===== config.mk =====
export PLATFORM = sky130hd
export DESIGN_NAME = motion_gated_report_scheduler
export DESIGN_NICKNAME = d
export VERILOG_FILES = /design/src/rtl/core/mgrs_pkg.sv /design/src/rtl/core/mgrs_step.sv /design/src/rtl/core/motion_gated_report_scheduler.sv
export SDC_FILE = /design/constraint.sdc
export NUM_CORES = 1
export LEC_CHECK = 0
export BUFFER_PORTS_ARGS = -buffer_cell sky130_fd_sc_hd__buf_2
export CORE_UTILIZATION = 55
export CTS_CLUSTER_DIAMETER = 120
export DETAILED_ROUTE_END_ITERATION = 8
export GPL_ROUTABILITY_DRIVEN = 1
export PLACE_DENSITY = 0.7
export SLEW_MARGIN = 10
export SYNTH_ARGS = -nofsm -noshare
export SYNTH_HDL_FRONTEND = slang
export SYNTH_SLANG_ARGS = --single-unit

===== constraint.sdc =====
create_clock -name clk -period 13.1 [get_ports clk]
set_input_delay 0.655 -clock clk [delete_from_list [all_inputs] [get_ports clk]]
set_output_delay 0.655 -clock clk [all_outputs]
set_load 0.01 [all_outputs]

===== src/rtl/core/mgrs_pkg.sv =====
// ----------------------------------------------------------------------------
// Motion-gated report scheduler package
// Item layouts, configuration and state records, command and register codes,
// and reset values shared by the scheduler modules.
// ----------------------------------------------------------------------------
package mgrs_pkg;

  // Command codes carried in the cmd field of an input item.
  localparam logic [1:0] CMD_TICK  = 2'd0;
  localparam logic [1:0] CMD_WAKE  = 2'd1;
  localparam logic [1:0] CMD_LEAVE = 2'd2;

  // Mode change codes carried in a result item.
  localparam logic [1:0] MODE_NONE = 2'd0;
  localparam logic [1:0] MODE_STOP = 2'd1;
  localparam logic [1:0] MODE_RUN  = 2'd2;

  // Configuration register indexes.
  localparam int unsigned CFG_INDEX_W = 3;
  localparam logic [CFG_INDEX_W-1:0] REG_WAKE_THRESH  = 3'd0;
  localparam logic [CFG_INDEX_W-1:0] REG_RUN_THRESH   = 3'd1;
  localparam logic [CFG_INDEX_W-1:0] REG_RUN_HOLD     = 3'd2;
  localparam logic [CFG_INDEX_W-1:0] REG_RUN_PERIOD   = 3'd3;
  localparam logic [CFG_INDEX_W-1:0] REG_STOP_PERIOD  = 3'd4;
  localparam logic [CFG_INDEX_W-1:0] REG_HB_PERIOD    = 3'd5;

  localparam int unsigned CFG_DATA_W = 16;
  localparam int unsigned TIME_W     = 32;

  // Register reset values.
  localparam logic [CFG_DATA_W-1:0] RST_WAKE_THRESH = 16'd0;
  localparam logic [CFG_DATA_W-1:0] RST_RUN_THRESH  = 16'd0;
  localparam logic [CFG_DATA_W-1:0] RST_RUN_HOLD    = 16'd180;
  localparam logic [CFG_DATA_W-1:0] RST_RUN_PERIOD  = 16'd30;
  localparam logic [CFG_DATA_W-1:0] RST_STOP_PERIOD = 16'd3600;
  localparam logic [CFG_DATA_W-1:0] RST_HB_PERIOD   = 16'd300;

  // Input item.
  typedef struct packed {
    logic [1:0]        cmd;
    logic [TIME_W-1:0] now_seconds;
    logic [15:0]       motion_level;
    logic              ignition_on;
  } req_t;

  // Result item.
  typedef struct packed {
    logic       record_and_upload;
    logic       heartbeat;
    logic       wake_request;
    logic [1:0] mode_change;
    logic       in_run_mode;
    logic       is_working;
  } rsp_t;

  // Configuration registers.
  typedef struct packed {
    logic [CFG_DATA_W-1:0] wake_motion_threshold;
    logic [CFG_DATA_W-1:0] run_motion_threshold;
    logic [CFG_DATA_W-1:0] run_hold_seconds;
    logic [CFG_DATA_W-1:0] run_report_period;
    logic [CFG_DATA_W-1:0] stop_report_period;
    logic [CFG_DATA_W-1:0] heartbeat_period;
  } cfg_t;

  // Scheduler state.
  typedef struct packed {
    logic              working;
    logic              wake_latched;
    logic              run_mode;
    logic [TIME_W-1:0] run_deadline;
    logic [TIME_W-1:0] record_deadline;
    logic [TIME_W-1:0] heartbeat_deadline;
  } state_t;

endpackage


===== src/rtl/core/mgrs_step.sv =====
// ----------------------------------------------------------------------------
// Motion-gated report scheduler step logic
// Computes the next scheduler state and the result item for one input item.
// ----------------------------------------------------------------------------
module mgrs_step (
  input  mgrs_pkg::cfg_t   cfg,
  input  mgrs_pkg::state_t state,
  input  mgrs_pkg::req_t   item,
  output mgrs_pkg::state_t state_next,
  output mgrs_pkg::rsp_t   result
);
  import mgrs_pkg::*;

  logic              wake_hit;
  logic              renew;
  logic [TIME_W-1:0] now_plus_hold;
  logic [TIME_W-1:0] now_plus_run;
  logic [TIME_W-1:0] now_plus_stop;
  logic [TIME_W-1:0] now_plus_hb;
  logic [TIME_W-1:0] run_dl;
  logic [TIME_W-1:0] rec_dl;
  logic              run_mode_w;
  logic [1:0]        mode_chg;
  logic              rec_due;
  logic              hb_due;

  // Wake condition: motion threshold, or the ignition line when it is zero.
  assign wake_hit = (cfg.wake_motion_threshold != '0)
                  ? (item.motion_level >= cfg.wake_motion_threshold)
                  : item.ignition_on;

  assign renew = (cfg.run_motion_threshold == '0) ||
                 (item.motion_level >= cfg.run_motion_threshold);

  // All candidate deadlines are formed in parallel; sums wrap at 32 bits.
  assign now_plus_hold = item.now_seconds + {16'd0, cfg.run_hold_seconds};
  assign now_plus_run  = item.now_seconds + {16'd0, cfg.run_report_period};
  assign now_plus_stop = item.now_seconds + {16'd0, cfg.stop_report_period};
  assign now_plus_hb   = item.now_seconds + {16'd0, cfg.heartbeat_period};

  // Working-state tick: run renewal, mode switch and record deadline.
  always_comb begin
    run_dl     = renew ? now_plus_hold : state.run_deadline;
    run_mode_w = state.run_mode;
    mode_chg   = MODE_NONE;
    rec_dl     = state.record_deadline;
    if (item.now_seconds > run_dl) begin
      if (state.run_mode) begin
        run_mode_w = 1'b0;
        mode_chg   = MODE_STOP;
      end
    end else if (!state.run_mode) begin
      run_mode_w = 1'b1;
      mode_chg   = MODE_RUN;
      if (state.record_deadline > {16'd0, cfg.stop_report_period}) begin
        rec_dl = item.now_seconds;
      end else begin
        rec_dl = now_plus_run;
      end
    end
  end

  assign rec_due = item.now_seconds >= rec_dl;
  assign hb_due  = item.now_seconds >= state.heartbeat_deadline;

  // Next state and result by command.
  always_comb begin
    state_next = state;
    result     = '0;
    case (item.cmd)
      CMD_TICK: begin
        state_next.wake_latched = state.wake_latched | wake_hit;
        if (state.working) begin
          state_next.run_deadline = run_dl;
          state_next.run_mode     = run_mode_w;
          result.mode_change      = mode_chg;
          state_next.record_deadline = rec_dl;
          if (rec_due) begin
            result.record_and_upload   = 1'b1;
            state_next.record_deadline = run_mode_w ? now_plus_run : now_plus_stop;
          end
          if (hb_due) begin
            result.heartbeat              = 1'b1;
            state_next.heartbeat_deadline = now_plus_hb;
          end
        end else begin
          state_next.run_deadline = now_plus_hold;
          if (state.wake_latched | wake_hit) begin
            state_next.working  = 1'b1;
            result.wake_request = 1'b1;
          end
        end
      end
      CMD_WAKE: begin
        state_next.working  = 1'b1;
        result.wake_request = 1'b1;
      end
      CMD_LEAVE: begin
        state_next.working      = 1'b0;
        state_next.wake_latched = 1'b0;
      end
      default: begin
        state_next = state;
      end
    endcase
    result.in_run_mode = state_next.run_mode;
    result.is_working  = state_next.working;
  end

endmodule


===== src/rtl/core/motion_gated_report_scheduler.sv =====
// ----------------------------------------------------------------------------
// Motion-gated report scheduler
// Wakes on motion or ignition, tracks run and stop mode, and schedules
// record-and-upload events and heartbeats from time ticks.
// ----------------------------------------------------------------------------
// Each accepted item yields exactly one result item. The block takes one item
// per clock cycle while req_stall is low. An item waits in the input register
// while the step logic works on it, and the result register loads the result
// as the item leaves. Scheduler state is updated as an item leaves the input
// register, so consecutive items see each other's effects without gaps. A
// stalled result holds the result register. The input register still takes
// one further item, and then req_stall rises. Configuration writes are
// registered and should be made only while no item is in flight.
module motion_gated_report_scheduler (
  input  logic                                 clk,
  input  logic                                 rst,
  input  logic                                 req_valid,
  output logic                                 req_stall,
  input  mgrs_pkg::req_t                       req,
  output logic                                 rsp_valid,
  input  logic                                 rsp_stall,
  output mgrs_pkg::rsp_t                       rsp,
  input  logic                                 cfg_we,
  input  logic [mgrs_pkg::CFG_INDEX_W-1:0]     cfg_index,
  input  logic [mgrs_pkg::CFG_DATA_W-1:0]      cfg_data
);
  import mgrs_pkg::*;

  cfg_t   cfg;
  state_t state;
  state_t state_next;
  rsp_t   result;
  logic   pipe_valid;
  req_t   pipe_item;
  logic   advance;

  // An item in the input register moves on when the result register is free.
  assign advance   = pipe_valid && (!rsp_valid || !rsp_stall);
  assign req_stall = pipe_valid && !advance;

  // Configuration registers.
  always_ff @(posedge clk) begin
    if (rst) begin
      cfg.wake_motion_threshold <= RST_WAKE_THRESH;
      cfg.run_motion_threshold  <= RST_RUN_THRESH;
      cfg.run_hold_seconds      <= RST_RUN_HOLD;
      cfg.run_report_period     <= RST_RUN_PERIOD;
      cfg.stop_report_period    <= RST_STOP_PERIOD;
      cfg.heartbeat_period      <= RST_HB_PERIOD;
    end else if (cfg_we) begin
      case (cfg_index)
        REG_WAKE_THRESH: cfg.wake_motion_threshold <= cfg_data;
        REG_RUN_THRESH:  cfg.run_motion_threshold  <= cfg_data;
        REG_RUN_HOLD:    cfg.run_hold_seconds      <= cfg_data;
        REG_RUN_PERIOD:  cfg.run_report_period     <= cfg_data;
        REG_STOP_PERIOD: cfg.stop_report_period    <= cfg_data;
        REG_HB_PERIOD:   cfg.heartbeat_period      <= cfg_data;
        default: begin
        end
      endcase
    end
  end

  // Input register.
  always_ff @(posedge clk) begin
    if (rst) begin
      pipe_valid <= 1'b0;
    end else if (!req_stall) begin
      pipe_valid <= req_valid;
    end
  end

  always_ff @(posedge clk) begin
    if (req_valid && !req_stall) begin
      pipe_item <= req;
    end
  end

  // Step logic.
  mgrs_step u_step (
    .cfg        (cfg),
    .state      (state),
    .item       (pipe_item),
    .state_next (state_next),
    .result     (result)
  );

  // Scheduler state, updated as each item passes the step logic.
  always_ff @(posedge clk) begin
    if (rst) begin
      state.working            <= 1'b0;
      state.wake_latched       <= 1'b0;
      state.run_mode           <= 1'b1;
      state.run_deadline       <= {16'd0, RST_RUN_HOLD};
      state.record_deadline    <= '0;
      state.heartbeat_deadline <= '0;
    end else if (advance) begin
      state <= state_next;
    end
  end

  // Result register.
  always_ff @(posedge clk) begin
    if (rst) begin
      rsp_valid <= 1'b0;
    end else if (advance) begin
      rsp_valid <= 1'b1;
    end else if (!rsp_stall) begin
      rsp_valid <= 1'b0;
    end
  end

  always_ff @(posedge clk) begin
    if (advance) begin
      rsp <= result;
    end
  end

  // A wake request always leaves the block working.
  assert property (@(posedge clk) disable iff (rst)
    rsp_valid |-> (!rsp.wake_request || rsp.is_working))
    else $error("wake request without working flag");

  // Mode change codes agree with the reported mode.
  assert property (@(posedge clk) disable iff (rst)
    rsp_valid |-> ((rsp.mode_change != MODE_RUN || rsp.in_run_mode) &&
                   (rsp.mode_change != MODE_STOP || !rsp.in_run_mode)))
    else $error("mode change disagrees with run mode flag");

  // Records and heartbeats come only from a working block.
  assert property (@(posedge clk) disable iff (rst)
    (rsp_valid && (rsp.record_and_upload || rsp.heartbeat)) |-> rsp.is_working)
    else $error("event issued while not working");

  // A leave command clears the working flag and the wake latch.
  assert property (@(posedge clk) disable iff (rst)
    (advance && pipe_item.cmd == CMD_LEAVE) |=> (!state.working && !state.wake_latched))
    else $error("leave command did not clear working state");

  // The reported flags track the state written with the result.
  assert property (@(posedge clk) disable iff (rst)
    advance |=> (rsp.is_working == state.working && rsp.in_run_mode == state.run_mode))
    else $error("result flags disagree with scheduler state");

endmodule


### Yosys cells after proc, flatten, opt, wreduce, memory -nomap -nowiden

Index checks and enable logic that the tools add are counted.

| word-level totals | value |
|---|---|
| flip-flop bits (word level) | 255 |
| bits in latches | 0 |
| RAM bits | 0 |
| ROM bits | 0 |
| input port bits | 75 |
| output and inout bits | 9 |
| word-level logic and storage cells | 94 |
| memories | 0 |

| operators by class | value |
|---|---|
| add/subtract/negate cells | 4 |
| $mul | 0 |
| div/mod/pow operators | 0 |
| $lt $le $gt $ge | 6 |
| equality and inequality tests | 8 |
| shifts and indexed selects | 0 |
| mux-type cells | 26 |
| bitwise gates (word level) | 1 |
| reductions and logical operators | 25 |

Operators by type and width:

| operator | count |
|---|---|
| two-way mux 32 bit | 8 |
| adder 32 x 16 -> 32 bit | 4 |
| two-way mux 97 bit | 1 |
| >= comparator 32 bit | 2 |
| two-way mux 64 bit | 1 |
| >= comparator 16 bit | 2 |
| greater-than comparator 32 x 16 -> 1 bit | 1 |
| greater-than comparator 32 bit | 1 |
| AND reduction 2 bit | 9 |
| logical NOT 16 bit | 1 |
| nonzero test 16 bit | 1 |
| two-way mux 1 bit | 11 |
| == test 3 x 2 -> 1 bit (second input constant) | 2 |
| == test 3 bit (second input constant) | 2 |
| logical NOT 1 bit | 4 |
| two-way mux 2 bit | 2 |
| one-hot mux 1 bit (2 select lines) | 2 |
| AND reduction 4 bit | 1 |
| == test 3 x 1 -> 1 bit (second input constant) | 1 |
| logical AND 1 bit | 3 |
| logical NOT 3 bit | 1 |
| one-hot mux 1 bit (3 select lines) | 1 |
| AND reduction 3 bit | 1 |
| == test 2 x 1 -> 1 bit (second input constant) | 1 |
| other kinds (6) | 7 |

### Logic depth before layout (Yosys ltp)

| depth | value |
|---|---|
| depth in word-level cells | 9 |
| depth in mapped cells | 33 |
| depth with buffers taken out | 31 |

### Hierarchy

Synthesis repeated with hierarchy kept, for this count alone.

| unflattened totals | value |
|---|---|
| cell total of the unflattened synthesis | 2248 |
| area, all modules | 20064.2 µm² |

Modules (own cells, without submodules):

| module | instances | cells an instance | area an instance (µm²) | seq. area each (µm²) |
|---|---|---|---|---|
| mgrs_step | 1 | 1398 | 10080.9 | 0.0 |
| motion_gated_report_scheduler | 1 | 850 | 9983.3 | 5685.5 |

### Worst setup path before layout

OpenSTA, ideal clock, no wires.

| timing | value |
|---|---|
| path kind | register to register |
| from | reg pipe_item[18] (netlist name) |
| to | reg state[34] (netlist name) |
| library setup time | 0.132 ns |
| data arrival time | 6.837 ns |
| required time | 12.968 ns |
| setup slack | 6.131 ns |
| stages on the path, launching flop included | 31 |
| buffers on the path | 3 |
| period minus slack after synthesis | 6.969 ns |
| path through | edfxtp_1 -> inv_1 -> fa_1 -> nor2b_1 -> o31a_1 -> o21a_1 -> o31ai_1 -> o211ai_1 -> a21oi_2 -> nor2_1 -> xnor2_1 -> mux2_2 -> ha_1 -> and3_1 -> and3_1 -> o2111ai_1 -> o2111ai_1 -> o31ai_2 -> clkbuf_1 -> nor2_1 -> a21o_1 -> ha_1 -> nand4_1 -> or2_2 -> or4_1 -> o211ai_1 -> buf_2 -> buf_1 -> o211ai_1 -> nand3_1 -> a21oi_1 |

| between the ends | value |
|---|---|
| word-level cells in the longest chain between the ends | 6 |
| elaborated cells between the ends (all ways) | 11 |
| classes of those cells | 3 x add/sub; 2 x order compare; 6 x mux |

Ends and longest elaborated chain:

| item | line | RTL |
|---|---|---|
| from (decl) | motion_gated_report_scheduler.sv:34 | `req_t pipe_item;` |
| from (signal assigned) | motion_gated_report_scheduler.sv:75 | `pipe_item <= req;` |
| adder 32 x 16 -> 32 bit (on tied branches) | mgrs_step.sv:36, mgrs_step.sv:37 |  |
| two-way mux 32 bit (on tied branches) | mgrs_step.sv:43, mgrs_step.sv:55 |  |
| greater-than comparator 32 bit or two-way mux 32 bit (tied branches) | mgrs_step.sv:47, mgrs_step.sv:52 |  |
| two-way mux 32 bit | mgrs_step.sv:47 | `if (item.now_seconds > run_dl) begin` |
| >= comparator 32 bit | mgrs_step.sv:63 | `assign rec_due = item.now_seconds >= rec_dl;` |
| two-way mux 32 bit (*) | mgrs_step.sv:78 | `if (rec_due) begin` |

Mark *: on every way between the ends. The rest lies on a longest branch, timed or not.
A chain may end at the register's enable or synchronous reset.

### Worst setup path after layout

| timing | value |
|---|---|
| from | reg pipe_item[18] (netlist name) |
| to | reg state[53] (netlist name) |

| between the ends | value |
|---|---|
| word-level cells in the longest chain between the ends | 6 |
| elaborated cells between the ends (all ways) | 11 |
| classes of those cells | 3 x add/sub; 2 x order compare; 6 x mux |

Ends and longest elaborated chain:

| item | line |
|---|---|
| adder 32 x 16 -> 32 bit (on tied branches) | mgrs_step.sv:36, mgrs_step.sv:37 |
| two-way mux 32 bit (on tied branches) | mgrs_step.sv:43, mgrs_step.sv:55 |
| greater-than comparator 32 bit or two-way mux 32 bit (tied branches) | mgrs_step.sv:47, mgrs_step.sv:52 |
| two-way mux 32 bit | mgrs_step.sv:47 |
| >= comparator 32 bit | mgrs_step.sv:63 |
| two-way mux 32 bit (*) | mgrs_step.sv:78 |

Marks and branches as above.

==> results.json <==
{
  "yosysSeqAreaShare": 0.320,
  "post_cts_buffers": 0,
  "io_buffers": 83,
  "whs_ps": 225,
  "critPathKind": "flop to flop",
  "cts_made_buffers": 30,
  "drc": 0,
  "cp-start-kind": "flop",
  "dr.pass1.iters": 5,
  "synth_seq_cells": 255,
  "max-vdd-ir-drop_v": 0.000122,
  "clkPwrFrac": 0.429,
  "num_antenna_cells": 0,
  "fin_area_um2": 19500,
  "placed_area_um2": 18400,
  "synthFlopType": "dfxtp_1",
  "cts_hold_buf": 0,
  "fin_skew_ps": 38.3,
  "totalWireLength_um": 53300,
  "cts_tree": "yes",
  "p_switching_mw": 0.604,
  "drive_above_1_share": 0.102,
  "grt_pass1_vias": 15400,
  "grt.overflow.total": 0,
  "fin_util": 0.616,
  "drv_cap": 0,
  "critPathCaptureType": "flop",
  "async_flop_share": 0,
  "cts_sinks": 255,
  "cp_top_family": "compound AO/OA/AOI/OAI gates",
  "coreArea_um2": 31600,
  "dp_hpwl_um": 38900,
  "grt_pass1_wl_um": 83700,
  "arrival_ps": 9350,
  "ys_warn_count": 0,
  "hold_violations": 0,
  "cts_root_buf": "clkbuf_16",
  "post_cts_resize_count": 0,
  "hold_start": "req[9]",
  "grt_use_total": 0.322,
  "cp_num_buf_inv": 3,
  "ioPinCount": 84,
  "crit_path_start": "pipe_item[18]$_DFFE_PP_",
  "max_stage_delay_ps": 650,
  "synth.cell_area_um2": 17700,
  "finalSetupTns_ps": 0,
  "grt_max_degree": 98,
  "synth_cell_types": 74,
  "syn_nets": 2383,
  "power.internal_mw": 1.51,
  "p_seq_frac": 0.408,
  "avgSynthCellArea_um2": 8.46,
  "p_comb_frac": 0.163,
  "critPathSlowestCell": "o211ai_1",
  "fmax_mhz": 112,
  "nNetsFinal": 2412,
  "fp.dieArea_um2": 33000,
  "fin_crit_sh": 0.682,
  "hold_class": "input pin to flop",
  "synth_edf_count": 58,
  "die_h_um": 182,
  "rows": 65,
  "status": "finished, final reports clean",
  "power.density_nw_per_um2": 109,
  "fp.dieW_um": 182,
  "finalSetupViolations": 0,
  "vias": 15800,
  "worst_pin_slew_ps": 1160,
  "netlist_instances": 2096,
  "clk_pin_slew_worst_paths_ps": 60,
  "vias_per_cell": 6.17,
  "layout_min_cycle_time_ps": 8940,
  "ant_nets": 0,
  "fill_cells": 2731,
  "leakage_nw": 7.38,
  "rsz0062_at_grt": "false",
  "instances_no_fill": 2551,
  "drv_slew": 0,
  "switching_share": 0.285,
  "htreeDepth": 1,
  "critical_path_required_ps": 13510,
  "antenna_found_initial": 0,
  "worst_skew_pair.late_latency_ps": 610,
  "drtIter0Drc": 1164,
  "crit_fanout": 33,
  "route.detailed.wl_per_inst_um": 20.9,
  "start_util": 0.561,
  "synthToLayoutAreaGrowth_pct": 9.78,
  "placedCellCount": 2495,
  "reg2reg_from": "pipe_item[18]$_DFFE_PP_",
  "slew_headroom": 0.227,
  "routabilityCongestion": 0.958,
  "clockBufferDepth": 3
}
==> Yosys cell counts, types with 10 or more instances <==
cell,instances,area [um2]
a211oi_1,50,375
a21o_1,49,368
a21oi_1,205,1030
and3_1,11,68.8
clkbuf_1,78,293
dfxtp_1,197,3940
edfxtp_1,58,1740
ha_1,208,2600
inv_1,125,469
mux2_2,27,304
mux2i_1,61,611
nand2_1,302,1130
nand2b_1,14,87.6
nand3_1,62,310
nand4_1,31,194
nor2_1,113,424
nor2b_1,21,131
nor3_1,45,225
nor4_1,16,100
o211ai_1,30,225
o21a_1,29,218
o21ai_0,54,270
o21ai_1,11,55.1
o31ai_1,15,113
or2_2,10,62.6
or3_1,14,87.6
xnor2_1,60,526
xor2_1,44,385
==> layout by cell type, fill, tap and decap left out, drive strengths merged, types with 62 or more instances in the layout <==
| cell type | n |
|---|---|
| nand2 | 302 |
| ha | 208 |
| a21oi | 207 |
| dfxtp | 197 |
| inv | 126 |
| nor2 | 114 |
| buf | 97 |
| o21ai | 66 |
| mux2i | 63 |
| nand3 | 62 |
==> cell families (layout without fill, tap and decap cells) <==
kind of cell,after synthesis,in the layout,synth area share
adders and majority gates,212,212,0.151
muxes,90,90,0.0531
and+or+nand+nor,666,666,0.171
AOI/OAI and AO/OA,544,544,0.203
buffers and inverters,225,278,0.0499
DFF,255,255,0.320
xor gates and xnor gates,104,104,0.0513
==> power by group through the flow <==
stage / combinational, mW / sequential, mW / clock (mW)
after floorplan: 0.252 / 0.859 / 0
after global placement: 0.333 / 0.878 / 0
after detailed placement: 0.340 / 0.879 / 0
after CTS: 0.343 / 0.862 / 0.921
after global routing: 0.382 / 0.865 / 0.951
final: 0.346 / 0.863 / 0.909
==> worst register-to-register path, delay by kind of cell (launching register included) <==
| family | cells | cell delay (ps) |
|---|---|---|
| xor gates and xnor gates | 1 | 170 |
| and+or+nand+nor | 9 | 2290 |
| DFF | 1 | 560 |
| buffers and inverters | 3 | 1040 |
| muxes | 1 | 290 |
| adders and majority gates | 3 | 850 |
| AOI/OAI and AO/OA | 13 | 3560 |
==> per-stage QoR <==
| stage | total power, mW | setup WS, ps |
|---|---|---|
| floorplan | 1.11 | 6130 |
| global placement | 1.21 | 4520 |
| detailed placement | 1.22 | 4310 |
| CTS | 2.13 | 4250 |
| global route | 2.20 | 3600 |
| finish | 2.12 | 4160 |
==> layer usage <==
layer  up-vias  GRT usage  share of wire
li1       7591          -              -
met4         0      0.135          0.042
met5         -          0              0
met3       139     0.0401          0.056
met1      7453      0.400           0.43
met2       569      0.561           0.47
==> final timing paths <==
check / to / slack, ps / cells after the start
setup / recovery: state[53]$_SDFFE_PP0P_ / 4160 / 30
hold / removal: pipe_item[9]$_DFFE_PP_ / 220 / 1
setup reg to reg: state[53]$_SDFFE_PP0P_ / 4160 / 30
hold reg to reg: cfg[41]$_SDFFE_PP0P_ / 460 / 2
==> cell type report <==
class / count / area (um2) / area share
multi-input combinational: 1616 / 11200 / 0.576
timing repair buffer: 97 / 523 / 0.0269
clock buffer: 40 / 830 / 0.0426
sequential: 255 / 5690 / 0.292
inverter: 125 / 469 / 0.0241
clock inverter: 16 / 248 / 0.0127
tap: 402 / 503 / 0.0258
==> state kept, by name, indices dropped and copies added (netlist names) <==
signal / flops
cfg: 96
pipe_item: 51
state: 99
pipe_valid: 1
rsp: 7
rsp_valid: 1
Note: power is estimated with default switching activity, not from simulation.
